File: config.mk
export PLATFORM = sky130hd
export DESIGN_NAME = ascii_frame_deframer_core
export DESIGN_NICKNAME = d
export VERILOG_FILES = /design/src/design/afd_pkg.sv /design/src/design/afd_front.sv /design/src/design/afd_queue.sv /design/src/design/ascii_frame_deframer_core.sv
export SDC_FILE = /design/constraint.sdc
export NUM_CORES = 1
export LEC_CHECK = 0
export ABC_AREA = 1
export BUFFER_PORTS_ARGS = -buffer_cell sky130_fd_sc_hd__buf_2
export CAP_MARGIN = 30
export CORE_AREA = 2 2 192 194
export DETAILED_ROUTE_END_ITERATION = 8
export DIE_AREA = 0 0 194 196
export HOLD_SLACK_MARGIN = 0.03
export PLACE_DENSITY = 0.69
export SYNTH_ARGS = -nofsm -noshare
export SYNTH_HDL_FRONTEND = slang
export SYNTH_HIERARCHICAL = 1
export SYNTH_SLANG_ARGS = --single-unit
File: constraint.sdc
create_clock -name clk -period 8.65 [get_ports clk]
set_clock_uncertainty 0.05 [all_clocks]
set_input_delay 0.4325 -clock clk [delete_from_list [all_inputs] [get_ports clk]]
set_output_delay 0.4325 -clock clk [all_outputs]
set_load 0.02 [all_outputs]
File: src/design/afd_pkg.sv
`timescale 1ns / 1ps
`default_nettype none
package afd_pkg;

	localparam int MAX_HEADER  = 16;
	localparam int LENGTH_BITS = 16;
	localparam int HDR_CNT_W   = $clog2(MAX_HEADER + 1);
	localparam int LEN_W       = LENGTH_BITS + 1;
	localparam logic [LEN_W-1:0] LEN_CAP = {1'b1, {LENGTH_BITS{1'b0}}};

	localparam int QUEUE_DEPTH = 4;
	localparam int QPTR_W      = $clog2(QUEUE_DEPTH);

	localparam logic [15:0] MAX_LENGTH_RESET = 16'd4096;

	localparam logic [7:0] CH_DOLLAR = 8'h24;
	localparam logic [7:0] CH_CR     = 8'h0D;
	localparam logic [7:0] CH_LF     = 8'h0A;
	localparam logic [7:0] CH_COMMA  = 8'h2C;
	localparam logic [7:0] CH_STAR   = 8'h2A;

	localparam logic [1:0] KIND_HEADER  = 2'd0;
	localparam logic [1:0] KIND_PAYLOAD = 2'd1;
	localparam logic [1:0] KIND_REPORT  = 2'd2;

	localparam logic [2:0] CLASS_EMPTY = 3'd0;
	localparam logic [2:0] CLASS_CPERR = 3'd1;
	localparam logic [2:0] CLASS_TMSCT = 3'd2;
	localparam logic [2:0] CLASS_TMSTA = 3'd3;
	localparam logic [2:0] CLASS_TMSVR = 3'd4;
	localparam logic [2:0] CLASS_OTHER = 3'd5;

	localparam logic [3:0] ST_OK          = 4'd0;
	localparam logic [3:0] ST_BAD_LENGTH  = 4'd1;
	localparam logic [3:0] ST_NO_COMMA    = 4'd2;
	localparam logic [3:0] ST_NO_STAR     = 4'd3;
	localparam logic [3:0] ST_BAD_HEX     = 4'd4;
	localparam logic [3:0] ST_SUM_MISS    = 4'd5;
	localparam logic [3:0] ST_BAD_END     = 4'd6;
	localparam logic [3:0] ST_HDR_LONG    = 4'd7;
	localparam logic [3:0] ST_TRUNCATED   = 4'd8;

	typedef struct packed {
		logic [7:0] data_byte;
		logic       last_in_buffer;
	} afd_in_t;

	typedef struct packed {
		logic [1:0]  item_kind;
		logic [7:0]  out_byte;
		logic [2:0]  header_class;
		logic [15:0] payload_length;
		logic [7:0]  received_sum;
		logic [15:0] frame_size;
		logic [3:0]  status;
	} afd_out_t;

endpackage
`default_nettype wire

File: src/design/afd_front.sv
`timescale 1ns / 1ps
`default_nettype none
module afd_front import afd_pkg::*; (
	input  wire logic        clk,
	input  wire logic        arst_n,
	input  wire logic [15:0] max_length,
	input  wire logic        accept,
	input  wire afd_in_t     in_data,
	output logic             push_valid,
	output afd_out_t         push_data
);

	typedef enum logic [9:0] {
		PH_HUNT     = 10'b00_0000_0001,
		PH_HEADER   = 10'b00_0000_0010,
		PH_LENGTH   = 10'b00_0000_0100,
		PH_PAYLOAD  = 10'b00_0000_1000,
		PH_PAYCOMMA = 10'b00_0001_0000,
		PH_STAR     = 10'b00_0010_0000,
		PH_HEX1     = 10'b00_0100_0000,
		PH_HEX2     = 10'b00_1000_0000,
		PH_CR       = 10'b01_0000_0000,
		PH_LF       = 10'b10_0000_0000
	} phase_t;

	localparam logic [3:0][4:0][7:0] NAME_TAB = '{
		'{8'h52, 8'h56, 8'h53, 8'h4D, 8'h54},   // TMSVR
		'{8'h41, 8'h54, 8'h53, 8'h4D, 8'h54},   // TMSTA
		'{8'h54, 8'h43, 8'h53, 8'h4D, 8'h54},   // TMSCT
		'{8'h52, 8'h52, 8'h45, 8'h50, 8'h43}    // CPERR
	};

	function automatic logic [4:0] hex_digit(input logic [7:0] c);
		logic [4:0] r;
		r = 5'd0;
		if (c >= 8'h30 && c <= 8'h39)      r = {1'b1, 4'(c - 8'h30)};
		else if (c >= 8'h61 && c <= 8'h66) r = {1'b1, 4'(c - 8'h57)};
		else if (c >= 8'h41 && c <= 8'h46) r = {1'b1, 4'(c - 8'h37)};
		return r;
	endfunction

	phase_t                 phase_q, phase_n;
	logic [HDR_CNT_W-1:0]   hc_q, hc_n;
	logic [3:0]             flags_q, flags_n;
	logic [LEN_W-1:0]       la_q, la_n;
	logic [LENGTH_BITS-1:0] pc_q, pc_n, pc_inc;
	logic [7:0]             xor_q, xor_n;
	logic [7:0]             hex_q, hex_n;
	logic [15:0]            bc_q, bc_n;
	logic [3:0]             pend_q, pend_n;

	logic [7:0]       b;
	logic [4:0]       hx;
	logic [LEN_W+3:0] prod;
	logic             live, rep, kind_v;
	logic [3:0]       rep_status;
	logic [1:0]       kind;
	logic [2:0]       cls;
	logic [31:0]      la32_n;

	assign b      = in_data.data_byte;
	assign hx     = hex_digit(b);
	assign pc_inc = pc_q + 1'b1;
	assign prod   = ({4'b0, la_q} << 3) + ({4'b0, la_q} << 1)
	              + (LEN_W+4)'(b - 8'h30);

	always_comb begin
		phase_n    = phase_q;
		hc_n       = hc_q;
		flags_n    = flags_q;
		la_n       = la_q;
		pc_n       = pc_q;
		xor_n      = xor_q;
		hex_n      = hex_q;
		bc_n       = bc_q;
		pend_n     = pend_q;
		live       = 1'b0;
		rep        = 1'b0;
		rep_status = ST_OK;
		kind_v     = 1'b0;
		kind       = KIND_HEADER;
		if (accept) begin
			if (phase_q != PH_HUNT && bc_q != 16'hFFFF) bc_n = bc_q + 16'd1;
			unique case (phase_q)
				PH_HUNT: begin
					if (b == CH_DOLLAR) begin
						live    = 1'b1;
						phase_n = PH_HEADER;
						hc_n    = '0;
						flags_n = 4'hF;
						la_n    = '0;
						pc_n    = '0;
						xor_n   = 8'h00;
						hex_n   = 8'h00;
						pend_n  = ST_OK;
						bc_n    = 16'd1;
					end
				end
				PH_HEADER: begin
					live  = 1'b1;
					xor_n = xor_q ^ b;
					if (b == CH_COMMA) begin
						phase_n = PH_LENGTH;
					end else if (32'(hc_q) >= MAX_HEADER) begin
						rep        = 1'b1;
						rep_status = ST_HDR_LONG;
					end else begin
						for (int i = 0; i < 4; i++) begin
							if (hc_q >= HDR_CNT_W'(5) || NAME_TAB[i][hc_q[2:0]] != b)
								flags_n[i] = 1'b0;
						end
						hc_n   = hc_q + 1'b1;
						kind_v = 1'b1;
						kind   = KIND_HEADER;
					end
				end
				PH_LENGTH: begin
					live  = 1'b1;
					xor_n = xor_q ^ b;
					if (b >= 8'h30 && b <= 8'h39) begin
						la_n = (prod > {4'b0, LEN_CAP}) ? LEN_CAP : prod[LEN_W-1:0];
					end else if (b == CH_COMMA) begin
						if (la_q >= LEN_CAP || 32'(la_q) > 32'(max_length)) begin
							rep        = 1'b1;
							rep_status = ST_BAD_LENGTH;
						end else begin
							pc_n    = '0;
							phase_n = (la_q == '0) ? PH_PAYCOMMA : PH_PAYLOAD;
						end
					end else begin
						rep        = 1'b1;
						rep_status = ST_BAD_LENGTH;
					end
				end
				PH_PAYLOAD: begin
					live   = 1'b1;
					xor_n  = xor_q ^ b;
					pc_n   = pc_inc;
					if ({1'b0, pc_inc} >= la_q) phase_n = PH_PAYCOMMA;
					kind_v = 1'b1;
					kind   = KIND_PAYLOAD;
				end
				PH_PAYCOMMA: begin
					live  = 1'b1;
					xor_n = xor_q ^ b;
					if (b == CH_COMMA) begin
						phase_n = PH_STAR;
					end else begin
						rep        = 1'b1;
						rep_status = ST_NO_COMMA;
					end
				end
				PH_STAR: begin
					live = 1'b1;
					if (b == CH_STAR) begin
						phase_n = PH_HEX1;
					end else begin
						rep        = 1'b1;
						rep_status = ST_NO_STAR;
					end
				end
				PH_HEX1: begin
					live = 1'b1;
					if (hx[4]) begin
						hex_n   = {hx[3:0], 4'h0};
						phase_n = PH_HEX2;
					end else begin
						rep        = 1'b1;
						rep_status = ST_BAD_HEX;
					end
				end
				PH_HEX2: begin
					live = 1'b1;
					if (hx[4]) begin
						hex_n   = hex_q | {4'h0, hx[3:0]};
						pend_n  = (xor_q != (hex_q | {4'h0, hx[3:0]})) ? ST_SUM_MISS : ST_OK;
						phase_n = PH_CR;
					end else begin
						rep        = 1'b1;
						rep_status = ST_BAD_HEX;
					end
				end
				PH_CR: begin
					live = 1'b1;
					if (b == CH_CR) begin
						phase_n = PH_LF;
					end else begin
						rep        = 1'b1;
						rep_status = ST_BAD_END;
					end
				end
				PH_LF: begin
					live       = 1'b1;
					rep        = 1'b1;
					rep_status = (b == CH_LF) ? pend_q : ST_BAD_END;
				end
				default: begin
					phase_n = PH_HUNT;
				end
			endcase
			if (live && !rep && in_data.last_in_buffer) begin
				rep        = 1'b1;
				rep_status = ST_TRUNCATED;
			end
			if (rep) phase_n = PH_HUNT;
		end
	end

	assign la32_n = 32'(la_n);

	always_comb begin
		priority if (hc_n == '0)             cls = CLASS_EMPTY;
		else if (hc_n != HDR_CNT_W'(5))      cls = CLASS_OTHER;
		else if (flags_n[0])                 cls = CLASS_CPERR;
		else if (flags_n[1])                 cls = CLASS_TMSCT;
		else if (flags_n[2])                 cls = CLASS_TMSTA;
		else if (flags_n[3])                 cls = CLASS_TMSVR;
		else                                 cls = CLASS_OTHER;
	end

	always_comb begin
		push_valid = rep | kind_v;
		push_data  = '0;
		if (rep) begin
			push_data.item_kind      = KIND_REPORT;
			push_data.header_class   = cls;
			push_data.payload_length = (la32_n > 32'h0000_FFFF) ? 16'hFFFF : la32_n[15:0];
			push_data.received_sum   = hex_n;
			push_data.frame_size     = bc_n;
			push_data.status         = rep_status;
		end else begin
			push_data.item_kind = kind;
			push_data.out_byte  = b;
		end
	end

	always_ff @(posedge clk or negedge arst_n) begin
		if (!arst_n) begin
			phase_q <= PH_HUNT;
			hc_q    <= '0;
			flags_q <= 4'hF;
			la_q    <= '0;
			pc_q    <= '0;
			xor_q   <= 8'h00;
			hex_q   <= 8'h00;
			bc_q    <= 16'd0;
			pend_q  <= ST_OK;
		end else begin
			phase_q <= phase_n;
			hc_q    <= hc_n;
			flags_q <= flags_n;
			la_q    <= la_n;
			pc_q    <= pc_n;
			xor_q   <= xor_n;
			hex_q   <= hex_n;
			bc_q    <= bc_n;
			pend_q  <= pend_n;
		end
	end

endmodule
`default_nettype wire

File: src/design/afd_queue.sv
`timescale 1ns / 1ps
`default_nettype none
module afd_queue import afd_pkg::*; (
	input  wire logic     clk,
	input  wire logic     arst_n,
	input  wire logic     push_valid,
	input  wire afd_out_t push_data,
	output logic          full,
	output logic          out_valid,
	input  wire logic     out_ready,
	output afd_out_t      out_data
);

	afd_out_t          mem_q [QUEUE_DEPTH];
	logic [QPTR_W-1:0] wr_ptr_q, rd_ptr_q;
	logic [QPTR_W:0]   count_q;
	logic              push, pop;

	assign full      = (count_q == (QPTR_W+1)'(QUEUE_DEPTH));
	assign out_valid = (count_q != '0);
	assign out_data  = mem_q[rd_ptr_q];
	assign push      = push_valid && !full;
	assign pop       = out_valid && out_ready;

	always_ff @(posedge clk) begin
		if (push) mem_q[wr_ptr_q] <= push_data;
	end

	always_ff @(posedge clk or negedge arst_n) begin
		if (!arst_n) begin
			wr_ptr_q <= '0;
			rd_ptr_q <= '0;
			count_q  <= '0;
		end else begin
			if (push)
				wr_ptr_q <= (wr_ptr_q == QPTR_W'(QUEUE_DEPTH-1)) ? '0 : wr_ptr_q + 1'b1;
			if (pop)
				rd_ptr_q <= (rd_ptr_q == QPTR_W'(QUEUE_DEPTH-1)) ? '0 : rd_ptr_q + 1'b1;
			if (push && !pop)      count_q <= count_q + 1'b1;
			else if (pop && !push) count_q <= count_q - 1'b1;
		end
	end

endmodule
`default_nettype wire

File: src/design/ascii_frame_deframer_core.sv
`timescale 1ns / 1ps
`default_nettype none
// ASCII frame deframer: takes one stream byte per request and parses frames of the form
// '$' header ',' decimal length ',' payload ',' '*' two hex digits CR LF. Each header and
// payload byte comes out as its own result request, and every frame ends in one report
// request with status, length, header class, received checksum and frame size. Bytes
// outside a frame are dropped. Throughput is one byte per cycle while in_ready is high;
// the parser front end writes each result straight into a four-entry result queue, which
// lets the consumer stall without holding up the input until four results wait; in_ready
// then drops until one is taken. The queue registers each result before the output sees
// it. max_length may only be written while no frame results are outstanding.
module ascii_frame_deframer_core import afd_pkg::*; (
	input  wire logic        clk,
	input  wire logic        arst_n,
	input  wire logic        cfg_we,
	input  wire logic [15:0] cfg_data,
	input  wire logic        in_valid,
	output logic             in_ready,
	input  wire afd_in_t     in_data,
	output logic             out_valid,
	input  wire logic        out_ready,
	output afd_out_t         out_data
);

	logic [15:0] max_length_q;
	logic        q_full;
	logic        accept;
	logic        push_valid;
	afd_out_t    push_data;

	// Hold the length limit; reset to the documented default.
	always_ff @(posedge clk or negedge arst_n) begin
		if (!arst_n) begin
			max_length_q <= MAX_LENGTH_RESET;
		end else if (cfg_we) begin
			max_length_q <= cfg_data;
		end
	end

	// Take a byte whenever the queue has room, even if it yields no result.
	assign in_ready = !q_full;
	assign accept   = in_valid && in_ready;

	// Front end: parse state machine, one byte per cycle while in_ready, one result at most.
	afd_front u_front (
		.clk        (clk),
		.arst_n     (arst_n),
		.max_length (max_length_q),
		.accept     (accept),
		.in_data    (in_data),
		.push_valid (push_valid),
		.push_data  (push_data)
	);

	// Back end: result queue that drives the output channel.
	afd_queue u_queue (
		.clk        (clk),
		.arst_n     (arst_n),
		.push_valid (push_valid),
		.push_data  (push_data),
		.full       (q_full),
		.out_valid  (out_valid),
		.out_ready  (out_ready),
		.out_data   (out_data)
	);

endmodule
`default_nettype wire

==> results.ini, run 1 <==
[worst_setup_path]
startpoint_type=primary input
cp.arrival_ns=4.82
cp_cell_sequence=buf_2 > clkinv_1 > ha_1 > nand2_1 > o2111ai_1 > nand3_1 > inv_1 > nor2_1 > nand2_1 > nand3_1 > inv_2 > nand3_4 > nand2_8 > nand3_1 > nand2_1 > nor2_4 > buf_4
critPathMaxFanout=30
endpoint_kind=flip-flop
criticalPathCategory=primary input to flip-flop
crit_required_ns=8.79
crit_path_max_incr_delay_ns=0.81
slowest_stage=nor2_4

[power]
irDropWorstVdd_mv=0.330
power_density_nw_per_um2=278
leakage_uw=0.0101

[placed_design]
port_buffers=88
routabilityCongestion=0.950
hpwl_um=33600

[clock_network]
cts_setup_buffers=0
clkTransAtPathRegs_ns=0.05
numCtsBuffers=38
cts.repair.resized=0
cts_tree=yes
cts_root_buffer=clkbuf_16
cts-htree-levels=2
clk_latency_ns=0.54
postCtsHoldBufs=5
clk_path_buf_depth=3
cts.sinks=336

[global_route]
first_global_vias=14064
grt_max_degree=69
grt_use_total=0.249
grt_pass1_wl_um=75100
antenna_found_initial=0
gr-total-overflow=0

[drt]
wl_per_cell_um=17.3
ant_nets=0
dr.pass1.iters=8
routed_wl_um=47000
drtIter0Drc=1254
drc_errors=0
vias_per_cell=5.38
via_count=14577

[worst_hold_path]
hold_class=primary input to flip-flop

[yosys]
synth_top_cell_by_area=edfxtp_1
synth_top_family_by_area=simple AND/OR/NAND/NOR gates
syn_nets=2251
synth.top_cells.by_area=edfxtp_1 (35%), dfrtp_1 (13%), nand2_1 (11%), inv_1 (7.0%), o211ai_2 (5.2%)
synth_area_sq_um=19500
ys_seq_area_frac=0.489
synth_cell_types=63
synth_edf_count=228
synth_fa_ha_area_frac=0.0654
netlist_instances=2129
muxShareOfSynthArea=0
async_flop_share=0.321
synth_top_area_share=0.350
yosysWarnings=6
synth_xor_area_frac=0.0152
ys_ff_latch=336
synth-compound-area-share=0.112
synth_area_per_cell_sq_um=9.18
yosysMostFrequentCell=nand2_1
ys.flop_type=edfxtp_1
synthTopCellsByCount=nand2_1 (549), inv_1 (364), edfxtp_1 (228), nor2_1 (149), nand3_1 (121)
synth-simple-area-share=0.212

[sta]
rsz0062_at_grt=no
slew_headroom=0.302
report.final.slew_viol_count=0
max_freq_ghz=0.214
period_share=0.541
worst_slew_pin_slew_ns=1.04
final_hold_viol_count=0
fin_tns_setup_ns=0
finalSetupViolations=0
min_period_ns=4.68

[floorplanning]
dieHeight_um=196
core_area_sq_um=36100
die_w_um=194
rows=70
initial_core_util=0.542
die_area_sq_um=38000
ios=89

[cells_and_area]
area_growth_pct=9.58
nNetsFinal=2331
final_util=0.594
drive_gt1_frac=0.146
diodes=0

[outcome]
status=finished, final reports clean

[run]
maxCapViolations=0

metal layers:
| metal | GRT usage | routed length, um | vias up |
|---|---|---|---|
| li1 | - | - | 7164 |
| met1 | 0.363 | 21700 | 6884 |
| met2 | 0.384 | 21000 | 453 |
| met3 | 0.0452 | 3220 | 76 |
| met4 | 0.0687 | 1140 | 0 |
| met5 | 0 | 0 | - |
final cells by class:
class | count | area [sq um]
timing repair buffer | 107 | 631
fill | 3113 | 14700
inverter | 388 | 1470
clock inverter | 12 | 141
clock buffer | 58 | 1090
sequential | 336 | 9560
tap | 468 | 586
multi-input combinational | 1338 | 7940
placed cells by master, fill, tap and decap left out, types with 5 or more instances in the layout:
master	netlist	routed
nor3_1	34	34
nor2_2	7	8
dlygate4sd3_1	0	5
nor2_1	149	144
clkbuf_16	0	39
o21ai_1	13	13
xor2_1	29	29
o21bai_1	5	5
fa_1	17	17
nor4_1	10	10
xnor2_1	5	5
o211ai_2	81	81
o211ai_1	37	37
ha_1	75	75
o21ai_0	37	37
nand3_1	121	121
nand2_2	11	11
o31ai_1	7	7
nand4_1	34	34
inv_2	17	17
nor2_4	4	8
clkbuf_1	7	15
o21ai_2	7	7
buf_2	13	87
nor3_2	5	5
buf_4	9	13
inv_1	364	364
edfxtp_1	228	228
o22ai_1	7	7
dfrtp_1	102	100
dfstp_2	6	6
nand2_1	549	549
a21oi_1	50	50
final timing paths:
check,start,end,slack (ns),cells past startpoint
min in group asynchronous,arst_n,u_front/la_q[12]$_DFF_PN0_,0.20,2
worst max-delay path,in_data[1],u_queue/mem_q[1][49]$_DFFE_PP_,3.97,17
worst min-delay path,cfg_data[1],max_length_q[1]$_DFFE_PN0P_,0.05,3
worst min register to register,max_length_q[6]$_DFFE_PN0P_,max_length_q[6]$_DFFE_PN0P_,0.42,2
worst max register to register,u_front/la_q[8]$_DFF_PN0_,u_queue/mem_q[1][49]$_DFFE_PP_,4.16,16
max in group asynchronous,arst_n,max_length_q[12]$_DFFE_PN1P_,7.15,4
cell families (layout without fill, tap and decap cells):
group / after synthesis / in the layout
xor gates and xnor gates: 34 / 34
and+or+nand+nor: 945 / 945
DFF: 336 / 336
AOI/OAI and AO/OA: 267 / 267
adders and majority gates: 92 / 92
buffers and inverters: 455 / 565
sequential cells by signal, indices dropped and copies added, names as in the netlist, 2 cells and up:
signal and cells:
u_front/hc_q 5, u_front/phase_q 10, u_front/bc_q 16, u_queue/rd_ptr_q 2, u_queue/count_q 3, u_queue/mem_q 228
u_front/flags_q 4, u_front/la_q 17, u_front/hex_q 8, u_front/pc_q 16, max_length_q 16, u_queue/wr_ptr_q 2
u_front/xor_q 8
stage by stage:
| stage | power (uW) | worst slack (ns) | hold WS (ns) | area [sq um] | cells |
|---|---|---|---|---|---|
| detailed placement | 4410 | 3.49 | 0.411 | 20100 | 2631 |
| CTS | 6000 | 4.04 | 0.0343 | 21400 | 2706 |
| global placement | 4360 | 3.68 | 0.407 | 20100 | 2630 |
| finish | 5960 | 3.97 | 0.0456 | 21400 | 2707 |
| global route | 6320 | 3.63 | 0.0488 | 21400 | 2707 |
| floorplan | 3910 | 3.24 | 0.0869 | 19500 | 2129 |
power breakdown:
group          internal (uW)  switching [uW]
Combinational            693            1560
Sequential              1950             188
Clock                    936             640
Total                   3580            2380
worst max-delay path, delay by kind of cell:
kind	cells	cell delay (ns)
compound gates	1	0.10
simple gates	10	2.70
fa+ha+maj	1	0.33
buf+inv	5	1.21
Note: power is estimated with default switching activity, not from simulation.
==> run 2: changes to the inputs <==
ABC_AREA = 0   (was 1)
CORE_AREA = 2 2 184 186   (was 2 2 192 194)
DIE_AREA = 0 0 186 188   (was 0 0 194 196)
clock period = 4.52 ns   (was 8.65 ns; I/O delays follow)
==> run 2 against run 1 <==
Compared with the run above: synthesized area is 8.5% lower; combinational power is 36% higher; die area is 8.0% lower; sequential share of layout area is 2.3 points higher; synthesized cell count is 35% lower; critical path depth is 3 lower; first-iteration DRC count is 4.3% higher; final area is 4.9% lower; critical endpoint is now u_queue/count_q[2]$_DFFE_PN0P_; final cell count is 26% lower; largest power group is now sequential cells; routed wire length is 8.7% lower; non-clock buffer count is 65 higher.
==> results.ini, run 2 <==
[cells_and_area]
area_growth_pct=13.9
diodes=0
largestRegisters=u_queue/mem_q (228), u_front/la_q (17)
multi_input_area_sq_um=7620
ff_latch_area_sq_um=9560
mostFrequentLayoutCells=edfxtp_1 (228), dfrtp_1 (100), nand2_1 (99), buf_2 (87), inv_1 (85)
final_common_cell=edfxtp_1
drive_gt1_frac=0.227
largest-register=u_queue/mem_q
nNetsFinal=1650
nFillCells=2569
largest_reg_flops=228

[yosys]
ys_ff_latch=336
async_flop_share=0.321
synth_top_area_share=0.383
ys.flop_type=edfxtp_1
synthTopCellsByCount=edfxtp_1 (228), dfrtp_1 (102), nand2_1 (99), inv_1 (85), nor2_1 (78)
synth.top_cells.by_area=edfxtp_1 (38%), dfrtp_1 (14%), mux4_2 (7.2%), ha_1 (5.2%), nand2_1 (2.1%)
synth_top_cell_by_area=edfxtp_1
netlist_instances=1385
synth_edf_count=228
synth_area_sq_um=17900
yosysWarnings=6
syn_nets=1507
ys_seq_area_frac=0.534
synth_cell_types=108
yosysMostFrequentCell=edfxtp_1
synth_area_per_cell_sq_um=12.9

[drt]
ant_nets=0
routed_wl_um=42900
dr.pass1.iters=5
vias_per_cell=5.94
via_count=11906
drc_errors=0
drtIter0Drc=1308
wl_per_cell_um=21.4

[worst_hold_path]
hold_class=primary input to flip-flop

[worst_setup_path]
endpoint_kind=flip-flop
crit_buf_inv=1
cp.arrival_ns=4.63
path_delay_family=simple AND/OR/NAND/NOR gates
crit_path_max_incr_delay_ns=0.71
criticalPathCategory=flip-flop to flip-flop
startpoint_type=flip-flop
critPathMaxFanout=12
cp_cell_sequence=or4b_2 > nor4_4 > nand2_1 > o21bai_1 > or3_1 > nor2_1 > a21oi_1 > nor2b_1 > ha_1 > inv_1 > fa_1 > xor2_1 > nor2_1 > xor2_1
crit_required_ns=4.91
slowest_stage=or4b_2

[clock_network]
cts-htree-levels=2
cts_root_buffer=clkbuf_16
cts.sinks=336
numCtsBuffers=36
cts_tree=yes
clk_latency_ns=0.53
clkTransAtPathRegs_ns=0.06
cts_setup_buffers=0
clk_path_buf_depth=3

[floorplanning]
ios=89
die_area_sq_um=35000
die_w_um=186
initial_core_util=0.540
dieHeight_um=188
core_area_sq_um=33100
rows=67

[power]
irDropWorstVdd_mv=0.251
leakage_uw=0.00829
power_density_nw_per_um2=476
p_total_uw=9700

[global_route]
gr-total-overflow=0
grt_max_degree=47
grt_pass1_wl_um=67300
use_met3=0.0567
grt-busiest-layer=met1
globalRouteMet2Util=0.368
antenna_found_initial=4
grt_use_total=0.252
grt.met1_usage=0.380
first_global_vias=11825

[sta]
slew_headroom=0.376
rsz0062_at_grt=no
finalSetupViolations=0
min_period_ns=4.23
period_share=0.936
fin_tns_setup_ns=0
worst_slew_pin_slew_ns=0.936
final_hold_viol_count=0
report.final.slew_viol_count=0
max_freq_ghz=0.236

[placed_design]
routabilityCongestion=0.960
hpwl_um=31100
port_buffers=88

[outcome]
status=finished, final reports clean

[run]
maxCapViolations=0

-- run 2: cell count changes after synthesis, moves of 19 or more --
cell	previous run	this run
o211ai_1	37	7
clkbuf_1	7	26
buf_6	34	6
nand2_1	549	99
nand3_1	121	29
mux4_2	0	57
inv_1	364	85
nor2_1	149	78
xnor2_1	5	41
o211ai_2	81	0
a31oi_1	4	28
-- run 2: worst reg2reg max path, cell delays in order, from the launching register on --
cell,delay (ns)
dfrtp_1,0.55
or4b_2,0.71
nor4_4,0.34
nand2_1,0.22
o21bai_1,0.43
or3_1,0.23
nor2_1,0.08
a21oi_1,0.22
nor2b_1,0.22
ha_1,0.21
inv_1,0.07
fa_1,0.43
xor2_1,0.17
nor2_1,0.11
xor2_1,0.14
-- run 2: layout make-up --
type                            count  share of cell area
Clock buffer                       54              0.0495
Clock inverter                     11             0.00375
Inverter                           87              0.0160
Multi-Input combinational cell    895               0.374
Sequential cell                   336               0.469
Tap cell                          448              0.0275
Timing Repair Buffer              172              0.0597
-- run 2: kinds of logic after synthesis --
kind of cell,after synthesis,synth area share
buffers and inverters,154,0.0404
multiplexers,95,0.0967
adder cells (fa/ha/maj),92,0.0715
flip-flops,336,0.534
XOR/XNOR,75,0.0380
AND/OR/NAND/NOR,401,0.123
AO/OA/AOI/OAI,232,0.0960
-- run 2: timing repair --
action                                 4_1_cts  5_1_grt
hold buffers                                17        0
gates resized for setup                      0        1
endpoints found under the hold margin       51        0
setup endpoints to repair                    0        8
-- run 2: path summary, 6_finish.rpt --
path	start	to	slack (ns)	cells past startpoint
worst min register to register	u_queue/count_q[2]$_DFFE_PN0P_	u_queue/count_q[2]$_DFFE_PN0P_	0.43	1
max in group asynchronous	arst_n	u_queue/rd_ptr_q[0]$_DFFE_PN0P_	3.20	3
min in group asynchronous	arst_n	u_front/bc_q[14]$_DFF_PN0_	0.19	2
worst max register to register	u_front/phase_q[4]$_DFFE_PN0P_	u_queue/count_q[2]$_DFFE_PN0P_	0.29	14
worst min-delay path	in_data[1]	u_front/xor_q[0]$_DFFE_PN0P_	0.08	4
worst max-delay path	u_front/phase_q[4]$_DFFE_PN0P_	u_queue/count_q[2]$_DFFE_PN0P_	0.29	14
-- run 2: power by group --
part / internal (uW) / switching (uW)
sequential: 3560 / 358
combinational: 1310 / 1740
clock: 1550 / 1180
total: 6430 / 3270
-- run 2: layer usage --
layer  wire (um)  part of all wire  up-vias
met2       18600              0.43      389
met1       19800              0.46     5924
li1            -                 -     5510
met4        1010             0.024        6
met3        3410             0.080       77
met5          37           0.00086        -
-- run 2: per-stage QoR --
stage | worst slack (ns) | hold WS (ns) | instances | area [sq um] | utilization
6_report | 0.287 | 0.0792 | 2003 | 20400 | 0.615
5_1_grt | 0.0540 | 0.132 | 2003 | 20400 | 0.615
4_1_cts | 0.344 | 0.0793 | 2003 | 20400 | 0.615
3_5_place_dp | 0.0791 | 0.193 | 1921 | 19100 | 0.577
3_3_place_gp | 0.146 | 0.195 | 1921 | 19100 | 0.577
2_1_floorplan | 0.254 | -0.120 | 1385 | 17900 | -
